### src/sv/rcsfd_pkg.sv
// ---------------------------------------------------------------------------
// rcsfd_pkg
// shared types and constants of the rc serial frame decoder
// ---------------------------------------------------------------------------
package rcsfd_pkg;

    localparam logic [7:0] HDR_BYTE    = 8'h0F;
    localparam logic [7:0] END_BYTE    = 8'h00;

    localparam int STORE_LEN   = 23;
    localparam int DATA_BYTES  = 22;
    localparam int FLAG_POS    = 22;
    localparam int FRAME_TAIL  = 24;
    localparam int CH_W        = 11;
    localparam int DATA_W      = DATA_BYTES * 8;
    localparam int QUEUE_DEPTH = 2;

    localparam logic [3:0] LAST_CH_ALL  = 4'd15;
    localparam logic [3:0] LAST_CH_HALF = 4'd7;

    localparam logic [1:0] STATUS_OK       = 2'd0;
    localparam logic [1:0] STATUS_FAILSAFE = 2'd1;
    localparam logic [1:0] STATUS_LOST     = 2'd2;

    localparam int FLAG_DIGITAL_ONE = 0;
    localparam int FLAG_DIGITAL_TWO = 1;
    localparam int FLAG_FAILSAFE    = 2;
    localparam int FLAG_LOST        = 3;

    localparam logic OP_STORE = 1'b0;
    localparam logic OP_END   = 1'b1;

    localparam logic ACTION_BYTE = 1'b0;

    typedef struct packed {
        logic       op;
        logic [4:0] idx;
        logic [7:0] data;
    } qent_t;

    typedef struct packed {
        logic [4:0]      pad;
        logic [1:0]      signal_status;
        logic            digital_two;
        logic            digital_one;
        logic [CH_W-1:0] channel_value;
        logic [3:0]      channel_index;
    } result_t;

endpackage

### src/sv/rcsfd_front.sv
// ---------------------------------------------------------------------------
// rcsfd_front
// header hunt and byte count, turns accepted bytes into queue commands
// ---------------------------------------------------------------------------
module rcsfd_front (
    input  logic              clk,
    input  logic              rst_n,
    input  logic              s_axis_tvalid,
    output logic              s_axis_tready,
    input  logic [7:0]        s_axis_tdata,   // rx_byte
    input  logic              s_axis_tuser,   // action
    input  logic              q_full,
    output logic              q_push,
    output rcsfd_pkg::qent_t  q_entry
);

    logic       collecting_reg;
    logic       collecting_next;
    logic [4:0] count_reg;
    logic [4:0] count_next;
    logic [4:0] count_inc;
    logic       accept;

    assign s_axis_tready = !q_full;
    assign accept        = s_axis_tvalid && s_axis_tready;
    assign count_inc     = count_reg + 5'd1;

    always_comb
    begin
        collecting_next = collecting_reg;
        count_next      = count_reg;
        q_push          = 1'b0;
        q_entry.op      = rcsfd_pkg::OP_STORE;
        q_entry.idx     = count_reg;
        q_entry.data    = s_axis_tdata;
        if (accept)
        begin
            if (s_axis_tuser != rcsfd_pkg::ACTION_BYTE)
            begin
                collecting_next = 1'b0;
                count_next      = 5'd0;
            end
            else if (!collecting_reg)
            begin
                if (s_axis_tdata == rcsfd_pkg::HDR_BYTE)
                begin
                    collecting_next = 1'b1;
                    count_next      = 5'd0;
                end
            end
            else if (count_inc <= 5'(rcsfd_pkg::STORE_LEN))
            begin
                count_next = count_inc;
                q_push     = 1'b1;
            end
            else
            begin
                collecting_next = 1'b0;
                count_next      = 5'd0;
                q_entry.op      = rcsfd_pkg::OP_END;
                q_push          = (s_axis_tdata == rcsfd_pkg::END_BYTE);
            end
        end
    end

    always_ff @(posedge clk or negedge rst_n)
    begin
        if (!rst_n)
        begin
            collecting_reg <= 1'b0;
            count_reg      <= 5'd0;
        end
        else
        begin
            collecting_reg <= collecting_next;
            count_reg      <= count_next;
        end
    end

endmodule

### src/sv/rcsfd_fifo.sv
// ---------------------------------------------------------------------------
// rcsfd_fifo
// short command queue between the front and the back
// ---------------------------------------------------------------------------
module rcsfd_fifo #(
    parameter int DEPTH = rcsfd_pkg::QUEUE_DEPTH
) (
    input  logic              clk,
    input  logic              rst_n,
    input  logic              push,
    input  rcsfd_pkg::qent_t  push_entry,
    input  logic              pop,
    output rcsfd_pkg::qent_t  pop_entry,
    output logic              full,
    output logic              empty
);

    localparam int PTR_W = (DEPTH > 1) ? $clog2(DEPTH) : 1;
    localparam int CNT_W = $clog2(DEPTH + 1);

    rcsfd_pkg::qent_t   mem [DEPTH];
    logic [PTR_W-1:0]   wr_ptr_reg;
    logic [PTR_W-1:0]   rd_ptr_reg;
    logic [CNT_W-1:0]   count_reg;
    logic               do_push;
    logic               do_pop;

    assign full      = (count_reg == CNT_W'(DEPTH));
    assign empty     = (count_reg == '0);
    assign do_push   = push && !full;
    assign do_pop    = pop && !empty;
    assign pop_entry = mem[rd_ptr_reg];

    always_ff @(posedge clk)
    begin
        if (do_push)
        begin
            mem[wr_ptr_reg] <= push_entry;
        end
    end

    always_ff @(posedge clk or negedge rst_n)
    begin
        if (!rst_n)
        begin
            wr_ptr_reg <= '0;
            rd_ptr_reg <= '0;
            count_reg  <= '0;
        end
        else
        begin
            if (do_push)
            begin
                wr_ptr_reg <= (wr_ptr_reg == PTR_W'(DEPTH - 1)) ? '0 :
                              wr_ptr_reg + PTR_W'(1);
            end
            if (do_pop)
            begin
                rd_ptr_reg <= (rd_ptr_reg == PTR_W'(DEPTH - 1)) ? '0 :
                              rd_ptr_reg + PTR_W'(1);
            end
            if (do_push && !do_pop)
            begin
                count_reg <= count_reg + CNT_W'(1);
            end
            else if (do_pop && !do_push)
            begin
                count_reg <= count_reg - CNT_W'(1);
            end
        end
    end

endmodule

### src/sv/rcsfd_back.sv
// ---------------------------------------------------------------------------
// rcsfd_back
// frame store, channel unpack shifter and registered result stage
// ---------------------------------------------------------------------------
module rcsfd_back (
    input  logic              clk,
    input  logic              rst_n,
    input  logic              full_decode,
    input  rcsfd_pkg::qent_t  q_entry,
    input  logic              q_empty,
    output logic              q_pop,
    output logic              m_axis_tvalid,
    input  logic              m_axis_tready,
    output logic [23:0]       m_axis_tdata,
    output logic              m_axis_tlast
);

    logic [rcsfd_pkg::DATA_W-1:0] data_reg;
    logic [rcsfd_pkg::DATA_W-1:0] data_next;
    logic [7:0]                   flags_reg;
    logic [7:0]                   flags_next;
    logic                         emitting_reg;
    logic                         emitting_next;
    logic [3:0]                   ch_reg;
    logic [3:0]                   ch_next;
    logic                         out_valid_reg;
    logic                         out_valid_next;
    rcsfd_pkg::result_t           out_data_reg;
    rcsfd_pkg::result_t           out_data_next;
    logic                         out_last_reg;
    logic                         out_last_next;
    logic                         out_free;
    logic                         step;
    logic [3:0]                   last_ch;
    logic [1:0]                   status;

    assign out_free = !out_valid_reg || m_axis_tready;
    assign step     = emitting_reg && out_free;
    assign q_pop    = !emitting_reg && !q_empty;
    assign last_ch  = full_decode ? rcsfd_pkg::LAST_CH_ALL : rcsfd_pkg::LAST_CH_HALF;
    assign status   = flags_reg[rcsfd_pkg::FLAG_LOST]     ? rcsfd_pkg::STATUS_LOST :
                      flags_reg[rcsfd_pkg::FLAG_FAILSAFE] ? rcsfd_pkg::STATUS_FAILSAFE :
                                                            rcsfd_pkg::STATUS_OK;

    always_comb
    begin
        data_next      = data_reg;
        flags_next     = flags_reg;
        emitting_next  = emitting_reg;
        ch_next        = ch_reg;
        out_valid_next = out_valid_reg && !m_axis_tready;
        out_data_next  = out_data_reg;
        out_last_next  = out_last_reg;
        if (q_pop)
        begin
            if (q_entry.op == rcsfd_pkg::OP_END)
            begin
                emitting_next = 1'b1;
                ch_next       = 4'd0;
            end
            else if (q_entry.idx == 5'(rcsfd_pkg::FLAG_POS))
            begin
                flags_next = q_entry.data;
            end
            else
            begin
                for (int i = 0; i < rcsfd_pkg::DATA_BYTES; i++)
                begin
                    if (q_entry.idx == 5'(i))
                    begin
                        data_next[i*8 +: 8] = q_entry.data;
                    end
                end
            end
        end
        if (step)
        begin
            out_valid_next              = 1'b1;
            out_data_next.pad           = '0;
            out_data_next.channel_index = ch_reg;
            out_data_next.channel_value = data_reg[rcsfd_pkg::CH_W-1:0];
            out_data_next.digital_one   = full_decode && flags_reg[rcsfd_pkg::FLAG_DIGITAL_ONE];
            out_data_next.digital_two   = full_decode && flags_reg[rcsfd_pkg::FLAG_DIGITAL_TWO];
            out_data_next.signal_status = status;
            out_last_next               = (ch_reg == last_ch);
            data_next                   = data_reg >> rcsfd_pkg::CH_W;
            ch_next                     = ch_reg + 4'd1;
            if (ch_reg == last_ch)
            begin
                emitting_next = 1'b0;
            end
        end
    end

    always_ff @(posedge clk)
    begin
        data_reg     <= data_next;
        flags_reg    <= flags_next;
        out_data_reg <= out_data_next;
        out_last_reg <= out_last_next;
    end

    always_ff @(posedge clk or negedge rst_n)
    begin
        if (!rst_n)
        begin
            emitting_reg  <= 1'b0;
            ch_reg        <= 4'd0;
            out_valid_reg <= 1'b0;
        end
        else
        begin
            emitting_reg  <= emitting_next;
            ch_reg        <= ch_next;
            out_valid_reg <= out_valid_next;
        end
    end

    assign m_axis_tvalid = out_valid_reg;
    assign m_axis_tdata  = out_data_reg;
    assign m_axis_tlast  = out_last_reg;

    // final result of a frame closes on channel 7 or 15
    a_last_index: assert property (@(posedge clk) disable iff (!rst_n)
        (out_valid_reg && out_last_reg) |->
        (out_data_reg.channel_index == rcsfd_pkg::LAST_CH_ALL ||
         out_data_reg.channel_index == rcsfd_pkg::LAST_CH_HALF))
        else $error("last result on an unexpected channel");

    // a frame starts unpacking at channel 0
    a_start_zero: assert property (@(posedge clk) disable iff (!rst_n)
        $rose(emitting_reg) |-> (ch_reg == 4'd0))
        else $error("frame unpack did not start at channel 0");

    // a pending non-final result means the frame is still unpacking
    a_mid_frame: assert property (@(posedge clk) disable iff (!rst_n)
        (out_valid_reg && !out_last_reg) |-> emitting_reg)
        else $error("frame ended without a last result");

    // no queue command is taken while a frame is unpacking
    a_no_pop: assert property (@(posedge clk) disable iff (!rst_n)
        (emitting_reg && !q_empty) |=> ($stable(data_reg) || $past(step)))
        else $error("frame store changed during unpack");

endmodule

### src/sv/rc_serial_frame_decoder.sv
// ---------------------------------------------------------------------------
// rc_serial_frame_decoder
// serial rc receiver frame decoder, 16 channels of 11 bits
// ---------------------------------------------------------------------------
// takes one received byte or line-gap event per transfer on the slave side;
// the front hunts for the 0x0f header, counts the 24 bytes after it and passes
// data and flag bytes and a good end byte (0x00) as commands through a queue of
// QUEUE_DEPTH entries, so the slave side takes one transfer per cycle while
// the queue has room. the back writes each popped command into the frame
// store; after a good end byte it unpacks the channels with an 11-bit
// shifter, one result per cycle while the master side is ready: 16 results
// with full_decode set, 8 with it clear. slave-side transfers stall while a
// frame is unpacking and the queue is full. a line gap or a bad end byte
// drops the frame with no result. full_decode resets to 1 (16 channels and
// the digital bits; 0 gives the first 8 channels) and is to be written only
// while the block is idle; the block itself does not enforce this
module rc_serial_frame_decoder #(
    parameter int QUEUE_DEPTH = rcsfd_pkg::QUEUE_DEPTH
) (
    input  logic        clk,
    input  logic        rst_n,
    input  logic        full_decode_we,
    input  logic        full_decode_wdata,
    input  logic        s_axis_tvalid,
    output logic        s_axis_tready,
    input  logic [7:0]  s_axis_tdata,   // rx_byte
    input  logic        s_axis_tuser,   // action
    output logic        m_axis_tvalid,
    input  logic        m_axis_tready,
    // channel_index[3:0], channel_value[14:4], digital_one[15], digital_two[16],
    // signal_status[18:17], zero[23:19]
    output logic [23:0] m_axis_tdata,
    output logic        m_axis_tlast    // last
);

    logic              full_decode_reg;
    logic              q_push;
    logic              q_pop;
    logic              q_full;
    logic              q_empty;
    rcsfd_pkg::qent_t  q_in;
    rcsfd_pkg::qent_t  q_out;

    always_ff @(posedge clk or negedge rst_n)
    begin
        if (!rst_n)
        begin
            full_decode_reg <= 1'b1;
        end
        else if (full_decode_we)
        begin
            full_decode_reg <= full_decode_wdata;
        end
    end

    rcsfd_front u_front (
        .clk           (clk),
        .rst_n         (rst_n),
        .s_axis_tvalid (s_axis_tvalid),
        .s_axis_tready (s_axis_tready),
        .s_axis_tdata  (s_axis_tdata),
        .s_axis_tuser  (s_axis_tuser),
        .q_full        (q_full),
        .q_push        (q_push),
        .q_entry       (q_in)
    );

    rcsfd_fifo #(
        .DEPTH (QUEUE_DEPTH)
    ) u_fifo (
        .clk        (clk),
        .rst_n      (rst_n),
        .push       (q_push),
        .push_entry (q_in),
        .pop        (q_pop),
        .pop_entry  (q_out),
        .full       (q_full),
        .empty      (q_empty)
    );

    rcsfd_back u_back (
        .clk           (clk),
        .rst_n         (rst_n),
        .full_decode   (full_decode_reg),
        .q_entry       (q_out),
        .q_empty       (q_empty),
        .q_pop         (q_pop),
        .m_axis_tvalid (m_axis_tvalid),
        .m_axis_tready (m_axis_tready),
        .m_axis_tdata  (m_axis_tdata),
        .m_axis_tlast  (m_axis_tlast)
    );

endmodule
### config.mk
export PLATFORM = sky130hd
export DESIGN_NAME = rc_serial_frame_decoder
export DESIGN_NICKNAME = d
export VERILOG_FILES = /design/src/sv/rcsfd_pkg.sv /design/src/sv/rcsfd_front.sv /design/src/sv/rcsfd_fifo.sv /design/src/sv/rcsfd_back.sv /design/src/sv/rc_serial_frame_decoder.sv
export SDC_FILE = /design/constraint.sdc
export NUM_CORES = 1
export LEC_CHECK = 0
export BUFFER_PORTS_ARGS = -buffer_cell sky130_fd_sc_hd__buf_2
export CAP_MARGIN = 20
export CORE_ASPECT_RATIO = 0.8
export CORE_MARGIN = 1
export CORE_UTILIZATION = 40
export CTS_CLUSTER_DIAMETER = 40
export DETAILED_ROUTE_END_ITERATION = 12
export HOLD_SLACK_MARGIN = 0.06
export PLACE_DENSITY_LB_ADDON = 0.2
export SYNTH_ARGS = -nofsm -noshare
export SYNTH_HDL_FRONTEND = slang
export SYNTH_HIERARCHICAL = 1
export SYNTH_SLANG_ARGS = --single-unit
export TNS_END_PERCENT = 50
### constraint.sdc
create_clock -name clk -period 2.8 [get_ports clk]
set_input_delay 0.56 -clock clk [delete_from_list [all_inputs] [get_ports clk]]
set_output_delay 0.56 -clock clk [all_outputs]
set_load 0.02 [all_outputs]
### Yosys cells after proc, flatten, opt, wreduce, memory -nomap -nowiden

Memory sizes are Yosys's and may differ from the RTL's.
Cells that the tools add are included.

* bits in registers: 217
* bits in latches: 0
* bits in writable memories: 28
* bits in read-only memories: 0
* input bits: 15
* output and inout bits: 27
* logic and storage cells: 205
* memories: 1

* add/sub/neg operators: 6
* multiply operators: 0
* divide/modulo/power cells: 0
* magnitude comparators: 1
* eq/ne operators: 27
* shifts and indexed selects: 0
* muxes and demuxes: 57
* bitwise gates (word level): 2
* reduce and logical (&&, ||, !) cells: 72

Memories
* u_fifo.mem: depth 2, bits a word 14, read ports 1, clocked after memory_dff 0, write ports 1, line rcsfd_fifo.sv:21 `rcsfd_pkg::qent_t mem [DEPTH];`

Operators by type and width (count)
* $mux W165: 4
* $mux W8: 20
* $reduce_and A4 Y1: 23
* $reduce_bool A2 Y1: 24
* $eq A5 B4 Y1 const B: 8
* $eq A5 B5 Y1 const B: 7
* $mux W5: 5
* $mux W1: 22
* $eq A5 B3 Y1 const B: 4
* $mux W4: 4
* $eq A5 B2 Y1 const B: 2
* $logic_and A1 B1 Y1: 10
* $eq A8 B4 Y1 const B: 1
* $logic_not A8 Y1: 1
* $logic_not A1 Y1: 7
* $add A5 B1 Y5 const B: 1
* $eq A5 B1 Y1 const B: 1
* $le A5 B5 Y1 const B: 1
* $logic_not A5 Y1: 1
* $add A4 B1 Y4 const B: 1
* $eq A4 B4 Y1: 1
* $mux W2: 2
* $ne A2 B1 Y1 const B: 2
* $reduce_and A2 Y1: 2
* 9 further kinds: 11

### Logic depth before layout (Yosys ltp)

Gate-level depths: netlist of run 1.

* depth in word-level cells: 11
* depth in mapped cells: 12
* gate-level depth less buffers: 12

### Cells and area by module

The synthesis of run 1 kept the hierarchy.

By module, submodules not included
* rcsfd_back: times used 1, cells each 526, area an instance 8166.6 um^2, seq. area each 6045.8 um^2
* rcsfd_fifo: times used 1, cells each 63, area an instance 1260.0 um^2, seq. area each 940.9 um^2
* rcsfd_front: times used 1, cells each 56, area an instance 506.7 um^2, seq. area each 150.1 um^2
* rc_serial_frame_decoder: times used 1, cells each 2, area an instance 41.3 um^2, seq. area each 26.3 um^2

### Worst setup path before layout of run 1

No wires, ideal clock.

* path type: flip-flop to flip-flop
* from: reg u_front.count_reg[0]
* to: mem u_fifo/mem[0][0] in the netlist's numbering, enable pin
* library setup time: 0.384 ns
* arrival: 2.139 ns
* required time: 2.416 ns
* path slack: 0.277 ns
* cell stages (with the launch flop): 9
* buffers on the path: 0
* period minus slack after synthesis: 2.523 ns
* cells stage by stage: dfrtp_1 > ha_1 > xnor2_1 > nor4_1 > o21ai_1 > a21oi_1 > nor3_1 > nand2_1 > nor2_1

* longest elaborated chain between the ends: 9

Ends and longest elaborated chain
* from (decl): line rcsfd_front.sv:19 `logic [4:0] count_reg;`
* from (signal assigned): line rcsfd_front.sv:76 `count_reg <= count_next;`
* $add A5 B1 Y5: line rcsfd_front.sv:26 `assign count_inc = count_reg + 5'd1;`
* $le A5 B5 Y1: line rcsfd_front.sv:51 `else if (count_inc <= 5'(rcsfd_pkg::STORE_LEN))`
* $mux W1: line rcsfd_front.sv:51
* $mux W1: line rcsfd_front.sv:43 `else if (!collecting_reg)`
* $mux W1: line rcsfd_front.sv:38 `if (s_axis_tuser != rcsfd_pkg::ACTION_BYTE)`
* $mux W1: line rcsfd_front.sv:36 `if (accept)`
* via q_push: line rc_serial_frame_decoder.sv:37 `logic q_push;`
* $logic_and A1 B1 Y1: line rcsfd_fifo.sv:30 `assign do_push = push && !full;`
* $mux W1: line rcsfd_fifo.sv:36 `if (do_push)`
* $mux W1 (implied by the code): line rcsfd_fifo.sv:38 `mem[wr_ptr_reg] <= push_entry;`
* to (decl): line rcsfd_fifo.sv:21

The timed path passes the listed nets, and every way through them passes these cells.

### Final worst setup path of run 1

* from: reg u_front.count_reg[0]
* to: reg u_fifo.count_reg[1]

* longest elaborated chain between the ends: 10
* elaborated cells on any way between the ends: 12
* classes of those cells: add/sub: 1; order compare: 1; mux: 5; reduce/logical: 5

Ends and longest elaborated chain
* $add A5 B1 Y5 *: line rcsfd_front.sv:26
* $le A5 B5 Y1 *: line rcsfd_front.sv:51
* $mux W1 *: line rcsfd_front.sv:51
* $mux W1 *: line rcsfd_front.sv:43
* $mux W1 *: line rcsfd_front.sv:38
* $mux W1 *: line rcsfd_front.sv:36
* via q_push: line rc_serial_frame_decoder.sv:37
* $logic_and A1 B1 Y1 *: line rcsfd_fifo.sv:30
* $logic_not A1 Y1: line rcsfd_fifo.sv:66 `else if (do_pop && !do_push)`
* $logic_and A1 B1 Y1: line rcsfd_fifo.sv:66
* $reduce_bool A2 Y1 (no source line)
* to (signal assigned): line rcsfd_fifo.sv:64 `count_reg <= count_reg + CNT_W'(1);`
* to (signal assigned): line rcsfd_fifo.sv:68 `count_reg <= count_reg - CNT_W'(1);`
* to (decl): line rcsfd_fifo.sv:24 `logic [CNT_W-1:0] count_reg;`

Mark *: on every way through the listed nets, which the timed path passes. The rest lies on a longest branch.
A chain may end at the register's enable or synchronous reset.

==> flow_summary.toml, run 1 <==
[clocking]
postCtsSetupBuffers = 0
clk_pin_slew_ps = 60
htree_levels = 1
cts.sinks = 245
cts_buffers = 29
clockBufferDepth = 3
root_buffer = "clkbuf_16"
insertion_delay_ps = 530
cts_tree = "built"

[power_and_ir_drop]
p_switching_uw = 4257
p_sw_share_pct = 29.90
internal-power_uw = 9981
p_clk_share_pct = 26.8
ir_worst_vdd_uv = 506.0
p_per_area_nw_per_um2 = 1221
combPwrFrac_pct = 27.4
seq_power_share_pct = 45.9
p_leak_uw = 0.005143

[yosys]
postSynthCellCount = 647
synth_area_um2 = 9975
yosys_register_bits = 245
ys.warnings.count = 6
synth_async_sr_flop_share_pct = 6.939
synth-main-ff-cell = "edfxtp_1"
synth_edf_count = 217
synth.avg_cell_area_um2 = 15.42
seq_area_frac_synth_pct = 71.81
yosysUniqueCellTypes = 50

[layout]
final_util_pct = 47.84
layout.nets = 721
area_growth_pct = 16.91
largest_reg_flops = 176
layout-drive-gt1-share_pct = 21.82
insertedDiodeCount = 0
fillCellCount = 2144

[global_routing]
grt_pass1_wl_um = 31220
globalRouteOverflowTotal = 0
grt_pass1_vias = 5660
grt_max_degree = 71
grt_use_total_pct = 15.86
antenna_found_initial = 0

[worst_setup_path]
ff2ff_setup_slack_ps = 310
critPathArrivalTime_ps = 2930
crit_fanout = 9
worstSetupPathType = "reg -> reg"
critical-path-top-delay-family = "simple AND/OR/NAND/NOR gates"
r2r_cells = 11
start_kind = "register"
worstPathRequired_ps = 3250
path_depth = 11
r2r_start = "u_front/count_reg[0]"
path_buf_inv = 2
cp_slowest_cell = "dfrtp_1"
end_kind = "register"
max_stage_delay_ps = 500
crit_chain = "inv_1, ha_1, nor4_1, o21ai_1, a21oi_1, nor3_1, nand2_1, inv_1, ha_1, nor2_1, xor2_1"
r2r-end = "u_fifo/count_reg[1]"

[sta]
tightestPinTransition_ps = 588.2
relSlewSlack_pct = 60.74
final_hold_viol_count = 0
max_freq_mhz = 401.9
finClkSkew_ps = 7.770
fin_ws_ps = 311.5
finalCritPeriodShare_pct = 88.87
setup_violations = 0
slew_violations = 0
tns_ps = 0
fin_crit_ps = 2488
rsz0062_at_grt = "false"

[placed_design]
place_ws_ps = 333.7
dp_hpwl_um = 12420
io_buffer_count = 36
place_congestion = 0.7566

[detailed_routing]
vias = 5459
drt_iter0_markers = 421
wirelength_um = 19550
antenna_left = 0
dr.pass1.iters = 5
drt_drc_violations_left = 0
vias_per_cell = 5.239
wl_per_cell_um = 18.76

[floorplan]
fp-row-count = 51
core-area_um2 = 24380
die_y_um = 143.2
die_x_um = 178.6
floorplan.initialDensity_pct = 40.92
ios = 42
die_area_um2 = 25580

[min_path]
min_path_type = "in -> reg"
holdPathStages = 1
min_to = "u_fifo/mem[0][2]"
hp-start = "s_axis_tdata[2]"

[run]
maxCapViolations = 0

[outcome]
outcome = "completed"
[cell families (layout without fill, tap and decap cells)]
kind of cell               count (synthesis)  count (layout)  share of synthesized area [%]
and+or+nand+nor                           62              62                          3.725
buffers and inverters                     71             144                          3.638
DFF                                      245             245                          71.81
other                                      1               5                        0.03760
muxes                                     28              28                          3.387
adders and majority gates                  4               4                         0.5018
xor gates and xnor gates                   9               9                         0.7903
AOI/OAI and AO/OA                        227             227                          16.11
[per-stage QoR]
stage	instance area (um^2)	cells	total power (uW)	hold WS [ps]
2_1_floorplan	9990	651	9153	264.4
3_3_place_gp	10650	988	10450	404.1
3_5_place_dp	10650	988	10550	405.2
4_1_cts	11660	1042	14420	233.7
5_1_grt	11660	1042	15000	239.1
6_report	11660	1042	14240	252.8
[power groups by stage]
stage          Sequential (uW)  Combinational, uW  Clock [uW]
2_1_floorplan             6560               2590           0
3_3_place_gp              6580               3870           0
3_5_place_dp              6620               3930           0
4_1_cts                   6550               3960        3900
5_1_grt                   6670               4280        4050
6_report                  6530               3890        3810
[cells in the mapped netlist (all sizes together) (2+ instances only)]
library cell / n / area, um^2
a21boi: 4 / 30.03
a21o: 168 / 1261
a21oi: 7 / 35.03
and2: 2 / 12.51
and3: 2 / 12.51
buf: 29 / 205.2
clkbuf: 29 / 108.9
dfrtp: 16 / 400.4
dfxtp: 11 / 220.2
edfxtp: 217 / 6516
ha: 4 / 50.05
inv: 13 / 48.79
mux2: 16 / 217.7
mux2i: 12 / 120.1
nand2: 14 / 55.06
nand2b: 7 / 43.79
nand3: 6 / 30.03
nand3b: 2 / 15.01
nand4: 2 / 18.77
nor2: 6 / 22.52
nor2b: 4 / 25.02
nor3: 7 / 35.03
nor4: 6 / 67.56
o21ai: 39 / 195.2
o31ai: 2 / 15.01
xnor2: 7 / 61.31
xor2: 2 / 17.52
[cells in the final DEF (no fill, tap or decap), drive strengths merged, types with 2 or more instances in the layout]
cell type and instances:
edfxtp 217, a21o 168, buf 77, o21ai 39, clkbuf 36, dfrtp 16, mux2 16, inv 15
nand2 14, mux2i 12, dfxtp 11, clkinv 8, nand2b 7, xnor2 7, nor3 7, a21oi 7
nor2 6, nand3 6, nor4 6, conb 5, bufinv 4, nor2b 4, ha 4, a21boi 4
clkinvlp 3, and2 2, and3 2, nand3b 2, o31ai 2, xor2 2, nand4 2
[layout make-up]
cell class | count | area [um^2] | share of cell area, %
flip-flops and latches | 245 | 7163 | 61.43
multi-input cells | 335 | 2501 | 21.45
clock buffers | 36 | 782.0 | 6.706
repair buffers | 78 | 548.0 | 4.700
well taps | 318 | 397.9 | 3.412
clock inverters | 17 | 217.7 | 1.867
inverters | 13 | 51.30 | 0.4399
[metal layers]
metal	wire (um)	global-route usage, %
met1	9187	22.53
met2	9270	25.54
met3	779	2.769
met4	312	3.256
met5	0	0
[worst max path at each step]
stage / startpoint / end / slack (ps)
final: u_front/count_reg[0] / u_fifo/count_reg[1] / 310
after global routing: u_front/count_reg[0] / u_fifo/count_reg[1] / 5
after CTS: u_front/count_reg[0] / u_fifo/count_reg[1] / 330
after detailed placement: u_front/count_reg[0] / u_fifo/count_reg[1] / 330
after global placement: u_fifo/rd_ptr_reg / u_back/data_reg[132] / 420
after floorplan: u_front/count_reg[0] / u_fifo/mem[0][0] / 280
[worst reg2reg max path: cells and delay by family (launching register included)]
kind	cells	cell delay (ps)
DFF	1	500
xor gates and xnor gates	1	150
buffers and inverters	2	140
adders and majority gates	2	650
AOI/OAI and AO/OA	2	310
and+or+nand+nor	4	650
[repair_timing]
action                                 CTS  global route
hold buffers                             1             0
endpoints found under the hold margin   16             0
setup endpoints to repair                0             0
gates resized for setup                  0             0
No activity file was read; power rests on OpenSTA's default activity.
==> run 2, diff against run 1 <==
- REMOVE_ABC_BUFFERS: unset -> 1
==> run 2 against run 1 <==
Against the previous run: design area up 0.24%; register-to-register slack lost 30 ps; non-clock buffer count shrank 2; hold slack lost 10 ps; clock skew grew 8.8 ps; worst setup slack got worse by 26 ps; clock-buffer cell count down 1; critical endpoint unchanged; largest power group unchanged.
==> flow_summary.toml, run 2 (synthesis gave the netlist of run 1 again) <==
[outcome]
outcome = "completed"

[layout]
insertedDiodeCount = 0
fillCellCount = 2127
largest_reg_flops = 176
final_cell_mix = "217 x edfxtp_1, 168 x a21o_1, 37 x o21ai_0, 36 x buf_2, 36 x buf_4"
fin_cells = 1044
layout-drive-gt1-share_pct = 21.63
area_growth_pct = 17.19
layout_commonest_cell = "edfxtp_1"
layout.nets = 721

[floorplan]
die_area_um2 = 25580
fp-row-count = 51
floorplan.initialDensity_pct = 40.92
die_y_um = 143.2
ios = 42
die_x_um = 178.6
core-area_um2 = 24380

[sta]
finClkSkew_ps = 16.53
max_freq_mhz = 397.7
fin_crit_ps = 2515
rsz0062_at_grt = "false"
tightestPinTransition_ps = 844.6
setup_violations = 0
final_hold_viol_count = 0
finalCritPeriodShare_pct = 89.80
slew_violations = 0
relSlewSlack_pct = 43.36

[power_and_ir_drop]
power_uw = 14420
p_sw_share_pct = 29.92
p_clk_share_pct = 28.0
p_per_area_nw_per_um2 = 1234
p_switching_uw = 4316
combPwrFrac_pct = 26.9
internal-power_uw = 10110
ir_worst_vdd_uv = 554.5
seq_power_share_pct = 45.2
p_leak_uw = 0.005164

[detailed_routing]
vias_per_cell = 5.203
dr.pass1.iters = 4
met2_length_um = 9265
wl_met3_um = 673
drt_drc_violations_left = 0
drt_iter0_markers = 413
wl_per_cell_um = 18.59
vias = 5432
top_layer = "met4"
wirelength_um = 19410
wirelength_met1_um = 9185
antenna_left = 0

[worst_setup_path]
critPathArrivalTime_ps = 2970
max_stage_delay_ps = 490
crit_chain = "inv_1, ha_1, nor4_1, o21ai_1, a21oi_1, nor3_1, nand2_1, inv_1, ha_1, nor2_1, xor2_1"
r2r-end = "u_fifo/count_reg[1]"
worstPathRequired_ps = 3260
r2r_start = "u_front/count_reg[0]"
start_kind = "register"
r2r_cells = 11
end_kind = "register"
worstSetupPathType = "reg -> reg"
ff2ff_setup_slack_ps = 290
cp_slowest_cell = "dfrtp_1"
crit_fanout = 9

[global_routing]
grt_max_degree = 58
globalRouteOverflowTotal = 0
grt_pass1_vias = 5654
grt_pass1_wl_um = 31480
grt_use_total_pct = 15.95
antenna_found_initial = 0

[clocking]
cts_buffers = 31
cts_tree = "built"
insertion_delay_ps = 540
htree_levels = 1
postCtsSetupBuffers = 0
cts.sinks = 245
cts_hold_buf = 1
clk_pin_slew_ps = 60
root_buffer = "clkbuf_16"
clockBufferDepth = 3
cts-resized-gates = 0

[min_path]
hp-start = "s_axis_tdata[3]"
min_path_type = "in -> reg"
holdPathStages = 1
min_to = "u_fifo/mem[0][3]"

[placed_design]
dp.cells = 986
io_buffer_count = 36
place_congestion = 0.7406
dp_hpwl_um = 12360

[run]
maxCapViolations = 0
==> run 2: cell types whose count changed in the layout (fill, tap and decap cells not counted), moves of 2 or more <==
cell        previous run  this run
clkinv_1               0         3
inv_6                  1         4
clkbuf_8               3         0
clkinvlp_4             3         0
clkbuf_16             29        31
==> run 2: through the flow <==
step / util (%) / hold WS [ps] / cell area (um^2) / TNS (ps) / setup slack [ps]
finish: 47.95 / 242.3 / 11690 / 0 / 285.5
global route: 47.95 / 220.3 / 11690 / 0 / 69.83
CTS: 47.95 / 221.0 / 11690 / 0 / 311.1
detailed placement: 43.55 / 405.2 / 10620 / 0 / 328.0
global placement: 43.55 / 402.3 / 10620 / 0 / 388.3
floorplan: - / 264.4 / 9676 / -63250 / -407.0
==> run 2: power by group through the flow <==
stage	logic [uW]	clock network, uW	registers (uW)
floorplan	2380	0	6610
global placement	3850	0	6550
detailed placement	3920	0	6590
CTS	3950	4140	6530
global route	4280	4270	6660
finish	3870	4040	6510
==> run 2: routing by layer <==
metal	vias to the layer above	track usage [%]
met4	0	3.880
met1	2759	22.49
met2	101	25.68
met3	23	2.662
li1	2549	-
met5	-	0
==> run 2: worst max-delay path by stage <==
stage                                    start                  end  slack [ps]  cells after the start
after CTS                 u_front/count_reg[0]  u_fifo/count_reg[1]         310                     11
final                     u_front/count_reg[0]  u_fifo/count_reg[1]         290                     11
after global placement    u_front/count_reg[0]  u_fifo/count_reg[1]         390                     12
after global routing      u_front/count_reg[0]  u_fifo/count_reg[1]          70                     11
after floorplan                  m_axis_tready  u_back/emitting_reg        -410                      4
after detailed placement  u_front/count_reg[0]  u_fifo/count_reg[1]         330                     11
==> run 2: worst max-delay path: cells and delay by family, from the launching register on <==
kind	cells	cell delay [ps]
and+or+nand+nor	4	680
adders and majority gates	2	650
DFF	1	490
AOI/OAI and AO/OA	2	310
xor gates and xnor gates	1	160
buffers and inverters	2	140
==> run 2: layout make-up <==
type | count | area [um^2] | area share, %
Multi-Input combinational cell | 335 | 2494 | 21.33
Inverter | 13 | 51.30 | 0.4389
Timing Repair Buffer | 76 | 520.5 | 4.453
Clock buffer | 35 | 790.8 | 6.765
Sequential cell | 245 | 7163 | 61.28
Tap cell | 318 | 397.9 | 3.404
Clock inverter | 22 | 271.5 | 2.323
